==> src/sv/hlpae_pkg.sv <==
package hlpae_pkg;

    typedef struct packed {
        logic [7:0]  red;
        logic [7:0]  green;
        logic [7:0]  blue;
        logic [15:0] nir_sample;
        logic        frame_end;
    } t_pix_in;

    typedef struct packed {
        logic [19:0] wl_exposure;
        logic [19:0] nir_exposure;
        logic [11:0] wl_cutoff;
        logic [11:0] nir_cutoff;
        logic [20:0] signal_pixels;
    } t_result;

    // Classified pixel as it travels from the front end to the histogram engine.
    typedef struct packed {
        logic [11:0] luma;
        logic [11:0] nir;
        logic        sig;
        logic        last;
    } t_qitem;

    typedef struct packed {
        logic [11:0] target_cutoff;
        logic [11:0] mask_threshold;
        logic        dual_mode;
        logic [19:0] min_exposure;
        logic [19:0] wl_max_exposure;
        logic [19:0] nir_max_exposure;
    } t_cfg;

    typedef struct packed {
        logic        we;
        logic [2:0]  idx;
        logic [19:0] data;
    } t_cfg_wr;

    typedef enum logic [2:0] {
        CFG_TARGET_CUTOFF  = 3'd0,
        CFG_MASK_THRESHOLD = 3'd1,
        CFG_DUAL_MODE      = 3'd2,
        CFG_WL_EXP_START   = 3'd3,
        CFG_NIR_EXP_START  = 3'd4,
        CFG_MIN_EXPOSURE   = 3'd5,
        CFG_WL_MAX_EXP     = 3'd6,
        CFG_NIR_MAX_EXP    = 3'd7
    } t_cfg_idx;

    typedef enum logic [3:0] {
        ST_CLR,
        ST_RUN,
        ST_SCAN,
        ST_DRAIN,
        ST_DLOAD,
        ST_DIV,
        ST_MSEL,
        ST_MUL,
        ST_UPD,
        ST_OUT
    } t_bstate;

    localparam int unsigned Q_DEPTH = 4;

    localparam logic [19:0] LUMA_CR = 20'd860;
    localparam logic [19:0] LUMA_CG = 20'd2949;
    localparam logic [19:0] LUMA_CB = 20'd287;
    localparam logic [15:0] NIR_SAT = 16'd4095;

    localparam logic [16:0] MUL_MIN_Q16 = 17'd58982;
    localparam logic [16:0] MUL_MAX_Q16 = 17'd72090;
    localparam logic [17:0] MUL_TWO_Q16 = 18'd131072;

    localparam logic [11:0] RST_TARGET  = 12'd2048;
    localparam logic [11:0] RST_MASK    = 12'd32;
    localparam logic [19:0] RST_WL_EXP  = 20'd80000;
    localparam logic [19:0] RST_NIR_EXP = 20'd300000;
    localparam logic [19:0] RST_MIN     = 20'd100;
    localparam logic [19:0] RST_WL_MAX  = 20'd120000;
    localparam logic [19:0] RST_NIR_MAX = 20'd550000;

endpackage

==> src/sv/hlpae_fifo.sv <==
module hlpae_fifo (
    input  logic               i_clk,
    input  logic               i_rst_n,
    input  logic               i_push,
    input  hlpae_pkg::t_qitem  i_item,
    output logic               o_full,
    input  logic               i_pop,
    output hlpae_pkg::t_qitem  o_item,
    output logic               o_empty
);
    import hlpae_pkg::*;

    localparam int unsigned PW = $clog2(Q_DEPTH);
    localparam int unsigned NW = $clog2(Q_DEPTH + 1);

    t_qitem        r_mem [Q_DEPTH];
    logic [PW-1:0] r_wp;
    logic [PW-1:0] r_rp;
    logic [NW-1:0] r_n;

    assign o_full  = (r_n == NW'(Q_DEPTH));
    assign o_empty = (r_n == '0);
    assign o_item  = r_mem[r_rp];

    always_ff @(posedge i_clk) begin
        if (!i_rst_n) begin
            r_wp <= '0;
            r_rp <= '0;
            r_n  <= '0;
        end else begin
            if (i_push) begin
                r_wp <= r_wp + 1'b1;
            end
            if (i_pop) begin
                r_rp <= r_rp + 1'b1;
            end
            if (i_push && !i_pop) begin
                r_n <= r_n + 1'b1;
            end else if (!i_push && i_pop) begin
                r_n <= r_n - 1'b1;
            end
        end
    end

    always_ff @(posedge i_clk) begin
        if (i_push) begin
            r_mem[r_wp] <= i_item;
        end
    end

endmodule

==> config.mk <==
export PLATFORM = sky130hd
export DESIGN_NAME = hlpae_fifo
export DESIGN_NICKNAME = d
export VERILOG_FILES = /design/src/sv/hlpae_pkg.sv /design/src/sv/hlpae_fifo.sv
export SDC_FILE = /design/constraint.sdc
export NUM_CORES = 1
export LEC_CHECK = 0
export BUFFER_PORTS_ARGS = -buffer_cell sky130_fd_sc_hd__buf_2
export CORE_MARGIN = 2
export CORE_UTILIZATION = 30
export DETAILED_ROUTE_END_ITERATION = 12
export SETUP_SLACK_MARGIN = 0.4
export SYNTH_ARGS = -nofsm -noshare
export SYNTH_HDL_FRONTEND = slang
export SYNTH_SLANG_ARGS = --single-unit
export TNS_END_PERCENT = 100
==> constraint.sdc <==
create_clock -name i_clk -period 2.2 [get_ports i_clk]
set_input_delay 0.22 -clock i_clk [delete_from_list [all_inputs] [get_ports i_clk]]
set_output_delay 0.22 -clock i_clk [all_outputs]
set_load 0.005 [all_outputs]
Word level (Yosys, flattened, before mapping)
Memory sizes are Yosys's and may differ from the RTL's. A register that Yosys moved wholly into a read port is not among the register bits.
Index checks and enable logic that the tools add are counted.
{"block": "totals", "ff_bits": 7, "output_inout_bits": 28, "mem_count": 1, "ramBits": 104}
{"name": "r_mem", "words": 4, "width": 26, "rd": 1, "rd_clocked_by_memory_dff": 1, "write_ports": 1, "line_no": "hlpae_fifo.sv:16", "text": "t_qitem r_mem [Q_DEPTH];"}
{"block": "op_classes", "n_reduce_logical": 6, "eq_ne": 1, "add_sub_neg": 4, "muxes": 6}
{"cell": "3-bit two-way mux", "n": 2}
{"cell": "2-bit by 1-bit adder with 2-bit output, second input constant", "n": 2}
{"cell": "2-bit two-way mux", "n": 2}
{"cell": "3-bit by 1-bit adder with 3-bit output, second input constant", "n": 1}
{"cell": "3-bit equality test, second input constant", "n": 1}
{"cell": "3-bit logical NOT", "n": 1}
{"cell": "3-bit by 1-bit subtractor with 3-bit output, second input constant", "n": 1}
{"cell": "1-bit logical AND", "n": 2}
{"cell": "1-bit logical NOT", "n": 2}
{"cell": "1-bit two-way mux", "n": 2}
{"cell": "2-bit nonzero test", "n": 1}

Depth between registers and ports, before layout
{"block": "depth", "ltp_word": 4, "mapped_depth": 7, "ltp_nobuf": 7}

Worst setup path before layout
Ideal clock, no wire load.
{"block": "synth_path", "kind": "reg2reg", "from": "register r_wp[0]", "to": "memory r_mem[2][0] (netlist bit) (enable)", "slack_ns": 0.619, "t_required_ns": 1.815, "period_less_slack_ns": 1.581, "path_stages_with_launch": 4, "arrival_ns": 1.196, "cell_sequence": "dfxtp_1 > inv_1 > ha_1 > and2_1"}
{"element": "start, declared", "line_no": "hlpae_fifo.sv:17", "text": "logic [PW-1:0] r_wp;"}
{"element": "start signal, assigned", "line_no": "hlpae_fifo.sv:32", "text": "r_wp <= r_wp + 1'b1;"}
{"element": "end, declared", "line_no": "hlpae_fifo.sv:16"}
Straight into the memory's write port.

==> flow_summary.json <==
{
  "status": "completed",
  "antenna_found_initial": 0,
  "clock_latency_ns": 0.40,
  "yosysSeqAreaShare_pct": 77.9,
  "finalSetupTns_ns": 0,
  "multi_input_area_um2": 841,
  "start_util_pct": 30.7,
  "area.sequential_mm2": 0.00331,
  "core-area_mm2": 0.0138,
  "cts_root_buffer": "clkbuf_16",
  "yosysWarnings": 0,
  "wl_per_cell_um": 17.2,
  "syn-num-nets": 215,
  "synth-async-reset-ratio_pct": 0,
  "clockBufferDepth": 2,
  "wl_um": 7780,
  "maxSlewHeadroom_pct": 63.3,
  "rsz0062_at_grt": "true",
  "path_cells": "clkbuf_16, mux4_2, buf_2",
  "slowest_stage": "mux4_2",
  "ios": 58,
  "leakagePower_nw": 1.90,
  "grt_pass1_wl_um": 11600,
  "synth-edff-count": 104,
  "vdd_ir_drop_max_v": 0.000556,
  "clk_pin_slew_ns": 0.05,
  "reg2reg_to": "r_mem[2][4]",
  "grt_max_degree": 20,
  "setup_viol": 0,
  "slowest_delay_ns": 0.51,
  "die-width_um": 123,
  "yosysTopAreaCell": "edfxtp_1",
  "r2r_cells": 4,
  "via_per_inst": 4.43,
  "ant_nets": 0,
  "nFillCells": 1234,
  "h-tree-depth": 4,
  "cp_top_family": "multiplexers",
  "hold_viol": 0,
  "whs_path_depth": 1,
  "end_kind": "output pin",
  "clock-skew-final_ns": 0.00935,
  "grt_pass1_vias": 2134,
  "timing.rr.start": "r_wp[0]",
  "area_delta_synth_final_pct": 28.5,
  "drc": 0,
  "p_per_area_mw_per_mm2": 1030,
  "grt-ovfl-total": 0,
  "crit_buf_inv": 2,
  "hp-class": "input port to flip-flop",
  "synth_cell_type_count": 22,
  "dr.first_iter.drc_count": 93,
  "grt.total_usage_pct": 11.1,
  "place.gp.congestion": 0.636,
  "cts.sinks": 113,
  "numCtsBuffers": 17,
  "syn_inst": 179,
  "synthTopCellsByArea": "edfxtp_1 74%, mux4_2 11%, dfxtp_1 4.2%, mux4_1 3.7%, ha_1 1.5%",
  "first_pass_iters": 4,
  "rows": 43,
  "synth_seq_cells": 113,
  "avgSynthCellArea_um2": 23.7,
  "critPathKind": "flip-flop to output pin",
  "synth_top_area_share_pct": 73.6,
  "die_area_mm2": 0.0151,
  "max_cap_viol_count": 0,
  "num-nets-final": 296,
  "numPortBuffers": 57,
  "antenna_cells": 0,
  "detailroute.via_count": 2005,
  "slew_viol_final": 0,
  "dp_hpwl_um": 4980,
  "crit_arrival_ns": 1.67,
  "ff2ff_setup_slack_ns": 0.59,
  "netlist_area_mm2": 0.00424,
  "power_mw": 5.64,
  "cp.depth": 3,
  "period_needed_ns": 1.89,
  "setup.worst_path.end": "o_item[14]",
  "hold_ws_ns": 0.0310,
  "drive_above_1_share_pct": 46.5,
  "die_h_um": 123,
  "worst_slew_pin_slew_ns": 0.551,
  "fmax_mhz": 530,
  "ys.flop_type": "edfxtp_1",
  "cp-start-kind": "flip-flop",
  "post-route-period-util_pct": 85.8,
  "critPathRequiredTime_ns": 1.98,
  "cts_tree": "done",
  "critPathMaxFanout": 4
}
Yosys cell counts, drive strengths merged, types with 2 or more instances:
| master | number |
|---|---|
| edfxtp | 104 |
| mux4 | 26 |
| and2 | 9 |
| dfxtp | 9 |
| buf | 5 |
| ha | 5 |
| inv | 4 |
| xor2 | 3 |
| mux2i | 2 |
| nor2b | 2 |
| xnor2 | 2 |
how the worst min path moves through the flow:
stage,start,to
final,i_item[11],r_mem[1][11]
after global routing,i_item[11],r_mem[1][11]
after CTS,i_item[11],r_mem[2][11]
after detailed placement,i_item[20],r_mem[1][20]
after global placement,i_item[1],r_mem[1][1]
after floorplan,i_item[0],r_mem[0][0]
where the power goes:
group | total [mW] | internal (mW) | switching, mW
sequential | 2.51 | 2.47 | 0.0428
combinational | 0.504 | 0.276 | 0.228
clock | 2.62 | 1.75 | 0.876
total | 5.64 | 4.49 | 1.15
timing repair:
item	in CTS	in global routing
setup buffers	0	0
gates cloned	1	1
hold buffers	0	0
gates resized for setup	12	5
endpoints found under the setup margin	26	26
worst register-to-register path, delay by kind of cell (launching register included):
kind	cells	cell delay (ns)
fa+ha+maj	1	0.13
simple gates	1	0.50
flops	1	0.34
buf+inv	2	0.34
stage by stage:
stage	cells	instance area, µm²	setup WS [ns]	utilization (%)
6_report	453	5450	0.313	39.4
5_1_grt	453	5450	0.256	39.4
4_1_cts	452	5410	0.247	39.2
3_5_place_dp	419	4800	0.430	34.7
3_3_place_gp	419	4800	0.521	34.7
2_1_floorplan	179	4240	0.619	-
placed cells by master, fill, tap and decap left out, types with 2 or more instances in the layout:
cell type   instances
edfxtp_1          104
buf_2              54
mux4_2             26
clkbuf_16          18
dfxtp_1             8
clkinv_2            6
and2_1              5
ha_1                5
buf_12              5
inv_1               4
and2_2              4
buf_4               4
xor2_1              3
bufinv_16           3
clkinv_1            3
buf_6               3
xnor2_1             2
mux2i_1             2
nor2b_1             2
clkinvlp_4          2
flip-flops by register name, summed over array words and instances (netlist names), named ones only:
name / count
r_mem: 104
r_n: 3
r_rp: 2
r_wp: 2
cell families (layout without fill, tap and decap cells):
| group | after synthesis | in the layout | share of synthesized area (%) |
|---|---|---|---|
| AOI/OAI and AO/OA | 2 | 2 | 0.295 |
| buffers and inverters | 10 | 104 | 1.92 |
| muxes | 28 | 28 | 14.8 |
| DFF | 113 | 113 | 77.9 |
| adders and majority gates | 6 | 6 | 1.95 |
| xor gates and xnor gates | 5 | 5 | 1.03 |
| and+or+nand+nor | 15 | 15 | 2.15 |
per-layer routing:
layer	GRT usage, %	share of wire [%]	vias to the layer above
li1	-	-	903
met1	12.5	41	1040
met2	18.2	51	51
met3	5.54	6.8	11
met4	4.31	1.3	0
met5	0	0	-
cell type report:
cell class / instances / share of cell area [%]
Multi-Input combinational cell: 56 / 15.4
Timing Repair Buffer: 68 / 8.93
Clock inverter: 14 / 2.69
Tap cell: 180 / 4.13
Sequential cell: 113 / 60.7
Clock buffer: 18 / 7.87
Inverter: 4 / 0.275
(Power assumes the default switching activity.)
