$ cat src/sv/hlpae_pkg.sv
package hlpae_pkg;

    typedef struct packed {
        logic [7:0]  red;
        logic [7:0]  green;
        logic [7:0]  blue;
        logic [15:0] nir_sample;
        logic        frame_end;
    } t_pix_in;

    typedef struct packed {
        logic [19:0] wl_exposure;
        logic [19:0] nir_exposure;
        logic [11:0] wl_cutoff;
        logic [11:0] nir_cutoff;
        logic [20:0] signal_pixels;
    } t_result;

    // Classified pixel as it travels from the front end to the histogram engine.
    typedef struct packed {
        logic [11:0] luma;
        logic [11:0] nir;
        logic        sig;
        logic        last;
    } t_qitem;

    typedef struct packed {
        logic [11:0] target_cutoff;
        logic [11:0] mask_threshold;
        logic        dual_mode;
        logic [19:0] min_exposure;
        logic [19:0] wl_max_exposure;
        logic [19:0] nir_max_exposure;
    } t_cfg;

    typedef struct packed {
        logic        we;
        logic [2:0]  idx;
        logic [19:0] data;
    } t_cfg_wr;

    typedef enum logic [2:0] {
        CFG_TARGET_CUTOFF  = 3'd0,
        CFG_MASK_THRESHOLD = 3'd1,
        CFG_DUAL_MODE      = 3'd2,
        CFG_WL_EXP_START   = 3'd3,
        CFG_NIR_EXP_START  = 3'd4,
        CFG_MIN_EXPOSURE   = 3'd5,
        CFG_WL_MAX_EXP     = 3'd6,
        CFG_NIR_MAX_EXP    = 3'd7
    } t_cfg_idx;

    typedef enum logic [3:0] {
        ST_CLR,
        ST_RUN,
        ST_SCAN,
        ST_DRAIN,
        ST_DLOAD,
        ST_DIV,
        ST_MSEL,
        ST_MUL,
        ST_UPD,
        ST_OUT
    } t_bstate;

    localparam int unsigned Q_DEPTH = 4;

    localparam logic [19:0] LUMA_CR = 20'd860;
    localparam logic [19:0] LUMA_CG = 20'd2949;
    localparam logic [19:0] LUMA_CB = 20'd287;
    localparam logic [15:0] NIR_SAT = 16'd4095;

    localparam logic [16:0] MUL_MIN_Q16 = 17'd58982;
    localparam logic [16:0] MUL_MAX_Q16 = 17'd72090;
    localparam logic [17:0] MUL_TWO_Q16 = 18'd131072;

    localparam logic [11:0] RST_TARGET  = 12'd2048;
    localparam logic [11:0] RST_MASK    = 12'd32;
    localparam logic [19:0] RST_WL_EXP  = 20'd80000;
    localparam logic [19:0] RST_NIR_EXP = 20'd300000;
    localparam logic [19:0] RST_MIN     = 20'd100;
    localparam logic [19:0] RST_WL_MAX  = 20'd120000;
    localparam logic [19:0] RST_NIR_MAX = 20'd550000;

endpackage

$ cat src/sv/hlpae_front.sv
module hlpae_front (
    input  logic                i_clk,
    input  logic                i_rst_n,
    input  logic                i_valid,
    output logic                o_stall,
    input  hlpae_pkg::t_pix_in  i_pix,
    input  logic [11:0]         i_mask,
    output logic                o_push,
    input  logic                i_full,
    output hlpae_pkg::t_qitem   o_item
);
    import hlpae_pkg::*;

    logic        r_v;
    t_qitem      r_item;
    logic [19:0] w_sum;
    logic [11:0] w_luma;
    logic [11:0] w_nir;
    logic        w_accept;

    always_comb begin
        w_sum  = LUMA_CR * 20'(i_pix.red) + LUMA_CG * 20'(i_pix.green)
               + LUMA_CB * 20'(i_pix.blue);
        w_luma = w_sum[19:8];
        w_nir  = (i_pix.nir_sample > NIR_SAT) ? NIR_SAT[11:0] : i_pix.nir_sample[11:0];
    end

    assign o_stall  = r_v && i_full;
    assign o_push   = r_v && !i_full;
    assign w_accept = i_valid && !o_stall;
    assign o_item   = r_item;

    always_ff @(posedge i_clk) begin
        if (!i_rst_n) begin
            r_v <= 1'b0;
        end else if (w_accept) begin
            r_v <= 1'b1;
        end else if (o_push) begin
            r_v <= 1'b0;
        end
    end

    always_ff @(posedge i_clk) begin
        if (w_accept) begin
            r_item.luma <= w_luma;
            r_item.nir  <= w_nir;
            r_item.sig  <= (w_luma > i_mask);
            r_item.last <= i_pix.frame_end;
        end
    end

endmodule

$ cat config.mk
export PLATFORM = sky130hd
export DESIGN_NAME = hlpae_front
export DESIGN_NICKNAME = d
export VERILOG_FILES = /design/src/sv/hlpae_pkg.sv /design/src/sv/hlpae_front.sv
export SDC_FILE = /design/constraint.sdc
export NUM_CORES = 1
export LEC_CHECK = 0
export BUFFER_PORTS_ARGS = -buffer_cell sky130_fd_sc_hd__buf_2
export CAP_MARGIN = 20
export CORE_ASPECT_RATIO = 1.4
export CORE_UTILIZATION = 60
export CTS_CLUSTER_SIZE = 12
export DETAILED_ROUTE_END_ITERATION = 12
export PLACE_DENSITY = 0.85
export SLEW_MARGIN = 15
export SYNTH_ARGS = -nofsm -noshare
export SYNTH_HDL_FRONTEND = slang
export SYNTH_SLANG_ARGS = --single-unit
$ cat constraint.sdc
create_clock -name i_clk -period 9.9 [get_ports i_clk]
set_input_delay 0.99 -clock i_clk [delete_from_list [all_inputs] [get_ports i_clk]]
set_output_delay 0.99 -clock i_clk [all_outputs]
set_load 0.02 [all_outputs]
After elaboration in Yosys (flattened, before gate mapping)
Cells that the tools add are included.

word-level totals
  logic and storage cells = 20
  output and inout bits = 28
  register bits = 27
  input port bits = 57

cells by class
  multipliers = 3
  add/subtract/negate cells = 2
  reduce and logical (&&, ||, !) cells = 6
  mux-type cells = 2
  order comparisons = 2

operators with widths
  operator                 count
  $add A18 B20 Y20         1
  $add A20 B17 Y20         1
  $mul A12 B8 Y20 const A  1
  $mul A9 B8 Y17 const A   1
  $gt A16 B12 Y1 const B   1
  $mul A8 B8 Y16 const A   1
  $gt A12 B12 Y1           1
  $logic_and A1 B1 Y1      3
  $logic_not A1 Y1         2
  $mux W1                  2
  $reduce_bool A2 Y1       1

Depth between registers and ports, before layout
  depth in word-level cells = 4
  mapped depth = 30
  depth with buffers taken out = 30

Worst setup path before layout
Ideal clock, no wire load.

  kind = input -> register
  start = in i_pix[38] (netlist bit)
  end = reg r_item (netlist bit o_item[1]) (data pin)
  arrival = 7983 ps
  data required time = 9754 ps
  stages on the path = 27
  path slack = 1771 ps
  cell sequence = fa_1 > inv_1 > fa_1 > fa_1 > inv_1 > fa_1 > ha_1 > inv_1 > o21bai_1 > a211oi_1 > o21ai_0 > xnor2_1 > ha_1 > inv_1 > fa_1 > fa_1 > inv_1 > ha_1 > nand3_1 > or3_1 > o31a_1 > and2_4 > a311o_1 > ha_1 > nand4_1 > or3_1 > a21oi_1

on the way
  longest elaborated chain between the ends = 4

ends and longest elaborated chain
  item                RTL line           source
  start: declaration  hlpae_front.sv:6   input hlpae_pkg::t_pix_in i_pix,
  $mul A8 B8 Y16      hlpae_front.sv:22  w_sum = LUMA_CR * 20'(i_pix.red) + LUMA_CG * 20'(i_pix.green)
  $add A18 B20 Y20    hlpae_front.sv:22
  $add A20 B17 Y20    hlpae_front.sv:23  + LUMA_CB * 20'(i_pix.blue);
  via w_sum[18]       hlpae_front.sv:16  logic [19:0] w_sum;
  $gt A12 B12 Y1      hlpae_front.sv:47  r_item.sig <= (w_luma > i_mask);
  end: declaration    hlpae_front.sv:15  t_qitem r_item;

The timed path passes the listed nets, and every way through them passes these cells.
A chain may end at the register's enable or synchronous reset.

Worst setup path after layout
Ends and elaborated chain as after synthesis.

==> summary.txt <==
STA
  • Tmin final: about 8.6 ns
  • WHS: about 0.70 ns
  • Max Fclk: 116 MHz
  • Slew Viols, Final: 0
  • Fin. Hold Viols: 0
  • Slew headroom: 53.3%
  • Sum Neg Setup Slack: 0 ns
  • RSZ-0062 raised after global routing: no
  • Tcrit/Tclk final: 87.3%
  • Final setup viols: 0
  • Worst-margin pin slew: 0.699 ns
  • Post-Route Skew: 0.00493 ns

Clock network
  • Clock Latency Late Sink: approximately 0.26 ns
  • CTS HTree Levels: 1
  • CTS tree: yes
  • Hold-fix buffers, CTS: 0
  • Clock sinks: 27
  • Clk pin slew, worst setup/hold paths: 0.06 ns
  • Clk buf depth: 2
  • Total CTS buffers: 3
  • Post-CTS setup buffers: 0
  • # resized after CTS: 0
  • CTS root buffer: clkbuf_16

Worst hold path
  • Hold Crit Class: register to register

Cells and area
  • Ant. Diodes: 0
  • Area grow syn2layout: 11.2%
  • Share of layout cells above drive strength 1: between 10% and 20%
  • Final #Nets: 960
  • Number of fill cells: around 730
  • Area occupied by multi-input gates: about 4500 um2
  • Register area: ~800 um2

Floorplanning
  • Core area: 9560 um2
  • I/O pin count: 85
  • Vert. Die Dim: 120 um
  • Die area: 10400 um2
  • Rows: 42
  • Starting density of the core: between 60% and 70%
  • Die X: 86.4 um

Detailed routing
  • Initial DRC count: 91
  • Final wirelength: 12.3 mm
  • Via-per-instance ratio: 5.35
  • Routed vias: 4320
  • Post-route DRC violation count: 0
  • Router iterations before antenna repair: 4
  • Final ANT Viol Nets: 0
  • Avg WL per Cell: 15.2 um

Yosys
  • Number of distinct library cells after synthesis: 45
  • Cells after Synth: 590
  • Synth Area per Inst: 10.1 um2
  • Netlist Area Pre-Place: 5980 um2
  • Yosys warns: 0
  • Seq cells post-synth: 27
  • Register area share after synthesis: between 10 and 15%
  • Post-Syn Nets: 873

Critical path
  • Slowest CP cell: fa_1
  • CP arrival: ~8.8 ns
  • CP most frequent cell: fa_1
  • Crit end category: register
  • CP required: 10.01 ns
  • Biggest cell delay along the critical path: 0.55 ns
  • Startpoint types: input pin
  • Crit Path Max Fanout: 4
  • CP Class: input pin to register

Global route
  • Total grt overflow: 0
  • Largest net degree at the start of global routing: 27
  • Antenna violations before repair: 0
  • Gr usage total: 25.7%
  • First-pass GRT wire length: 20.8 mm
  • Vias in the first global route: 4790

Run
  • Max_cap viols: 0

Outcome
  • Status: complete, no violations

Place
  • DP HPWL: roughly 11 mm
  • Gpl congestion: 0.884
  • Number of port buffers: 84
==> worst paths after layout <==
| kind | endpoint | slack [ns] | cells past startpoint | from |
|---|---|---|---|---|
| setup / recovery | o_item[1] | 1.25 | 27 | i_pix[38] |
| hold / removal | r_v | 0.70 | 2 | r_v |
| setup reg to reg | o_item[3] | 8.46 | 2 | r_v |
| hold reg to reg | r_v | 0.70 | 2 | r_v |
==> state kept, by name, indices dropped and copies added (netlist names) <==
signal,count
r_v,1
o_item,26
==> cells in the final DEF (no fill, tap or decap), types with 3 or more instances in the layout <==
cell type    n
clkbuf_16    3
a31oi_1      3
edfxtp_1    26
nor3_1       3
nand2_1      9
a211oi_1     7
nor2_1      14
o21ai_0     15
buf_2       84
o211ai_1     3
nand2b_1    16
xor2_1       9
xnor2_1     12
a21o_1       9
nand4_1      4
inv_1      176
nand3_1      4
a21oi_1     15
o21a_1       3
ha_1       138
fa_1        88
==> per-layer routing <==
metal,GRT usage [%],share of wire (%),routed length (um),vias to the layer above
met5,0,0,0,-
li1,-,-,-,2063
met4,11.3,4.7,584,0
met1,26.4,36,4460,2097
met2,51.5,56,6870,122
met3,1.77,3.1,385,38
==> cells by family after synthesis <==
logic type | synth area share [%]
and+or+nand+nor | 5.83
adders and majority gates | 58.3
xor gates and xnor gates | 3.07
AOI/OAI and AO/OA | 7.86
muxes | 0.335
DFF | 13.4
buffers and inverters | 11.2
==> stage by stage <==
stage                     worst slack (ns)  cells  util, %  area (um2)
after floorplan                       1.77    590        -        5980
after global placement                1.33    804     68.7        6570
after detailed placement              1.06    804     68.7        6570
after CTS                             1.32    808     69.5        6650
after global routing                 0.966    808     69.6        6660
final                                 1.25    808     69.6        6660
==> cell type report <==
| type | instances | share of cell area [%] |
|---|---|---|
| clock inverter | 1 | 0.113 |
| tap | 132 | 2.48 |
| multi-input combinational | 384 | 67.9 |
| sequential | 27 | 12.0 |
| inverter | 176 | 9.92 |
| clock buffer | 3 | 1.13 |
| timing repair buffer | 85 | 6.43 |
==> critical path: cells and delay by family <==
kind	cells	cell delay, ns
xor gates and xnor gates	1	0.17
AOI/OAI and AO/OA	5	1.60
adders and majority gates	10	4.38
and+or+nand+nor	6	1.27
buffers and inverters	5	0.35
==> synth_stat cells <==
| cell type | instances | share of area (%) |
|---|---|---|
| nor3_1 | 3 | 0.25 |
| nor4_1 | 1 | 0.10 |
| nor4b_1 | 1 | 0.15 |
| fa_1 | 88 | 29 |
| o31ai_1 | 1 | 0.13 |
| o41ai_1 | 1 | 0.15 |
| nand4b_1 | 1 | 0.15 |
| and2_1 | 1 | 0.10 |
| nand2_1 | 9 | 0.56 |
| a21oi_1 | 15 | 1.3 |
| or3_1 | 2 | 0.21 |
| and3_1 | 2 | 0.21 |
| o21a_1 | 3 | 0.38 |
| or2_2 | 2 | 0.21 |
| nand3_1 | 4 | 0.33 |
| nor2b_1 | 3 | 0.31 |
| a31oi_1 | 3 | 0.31 |
| o21ba_2 | 1 | 0.17 |
| dfxtp_1 | 1 | 0.33 |
| a211oi_1 | 7 | 0.88 |
| a21o_1 | 9 | 1.1 |
| o31a_1 | 1 | 0.15 |
| and2_4 | 1 | 0.15 |
| a221oi_1 | 1 | 0.15 |
| ha_1 | 138 | 29 |
| nand2b_1 | 16 | 1.7 |
| inv_1 | 176 | 11 |
| clkbuf_1 | 3 | 0.19 |
| xor2_1 | 9 | 1.3 |
| o211ai_1 | 3 | 0.38 |
| o21ai_0 | 15 | 1.3 |
| edfxtp_1 | 26 | 13 |
| a2111oi_0 | 2 | 0.29 |
| a311oi_1 | 1 | 0.15 |
| o21bai_1 | 2 | 0.25 |
| o2111a_1 | 1 | 0.19 |
| xnor2_1 | 12 | 1.8 |
| o311ai_0 | 1 | 0.15 |
| nand4_1 | 4 | 0.42 |
| nor2_1 | 14 | 0.88 |
| a31oi_2 | 1 | 0.21 |
| mux2i_1 | 2 | 0.33 |
| o2111ai_1 | 1 | 0.15 |
| or4_1 | 1 | 0.13 |
| a311o_1 | 1 | 0.17 |
Power is left out: the tool's default activity adds up to more than one toggle a clock period on the data nets, which glitch-free logic cannot reach.
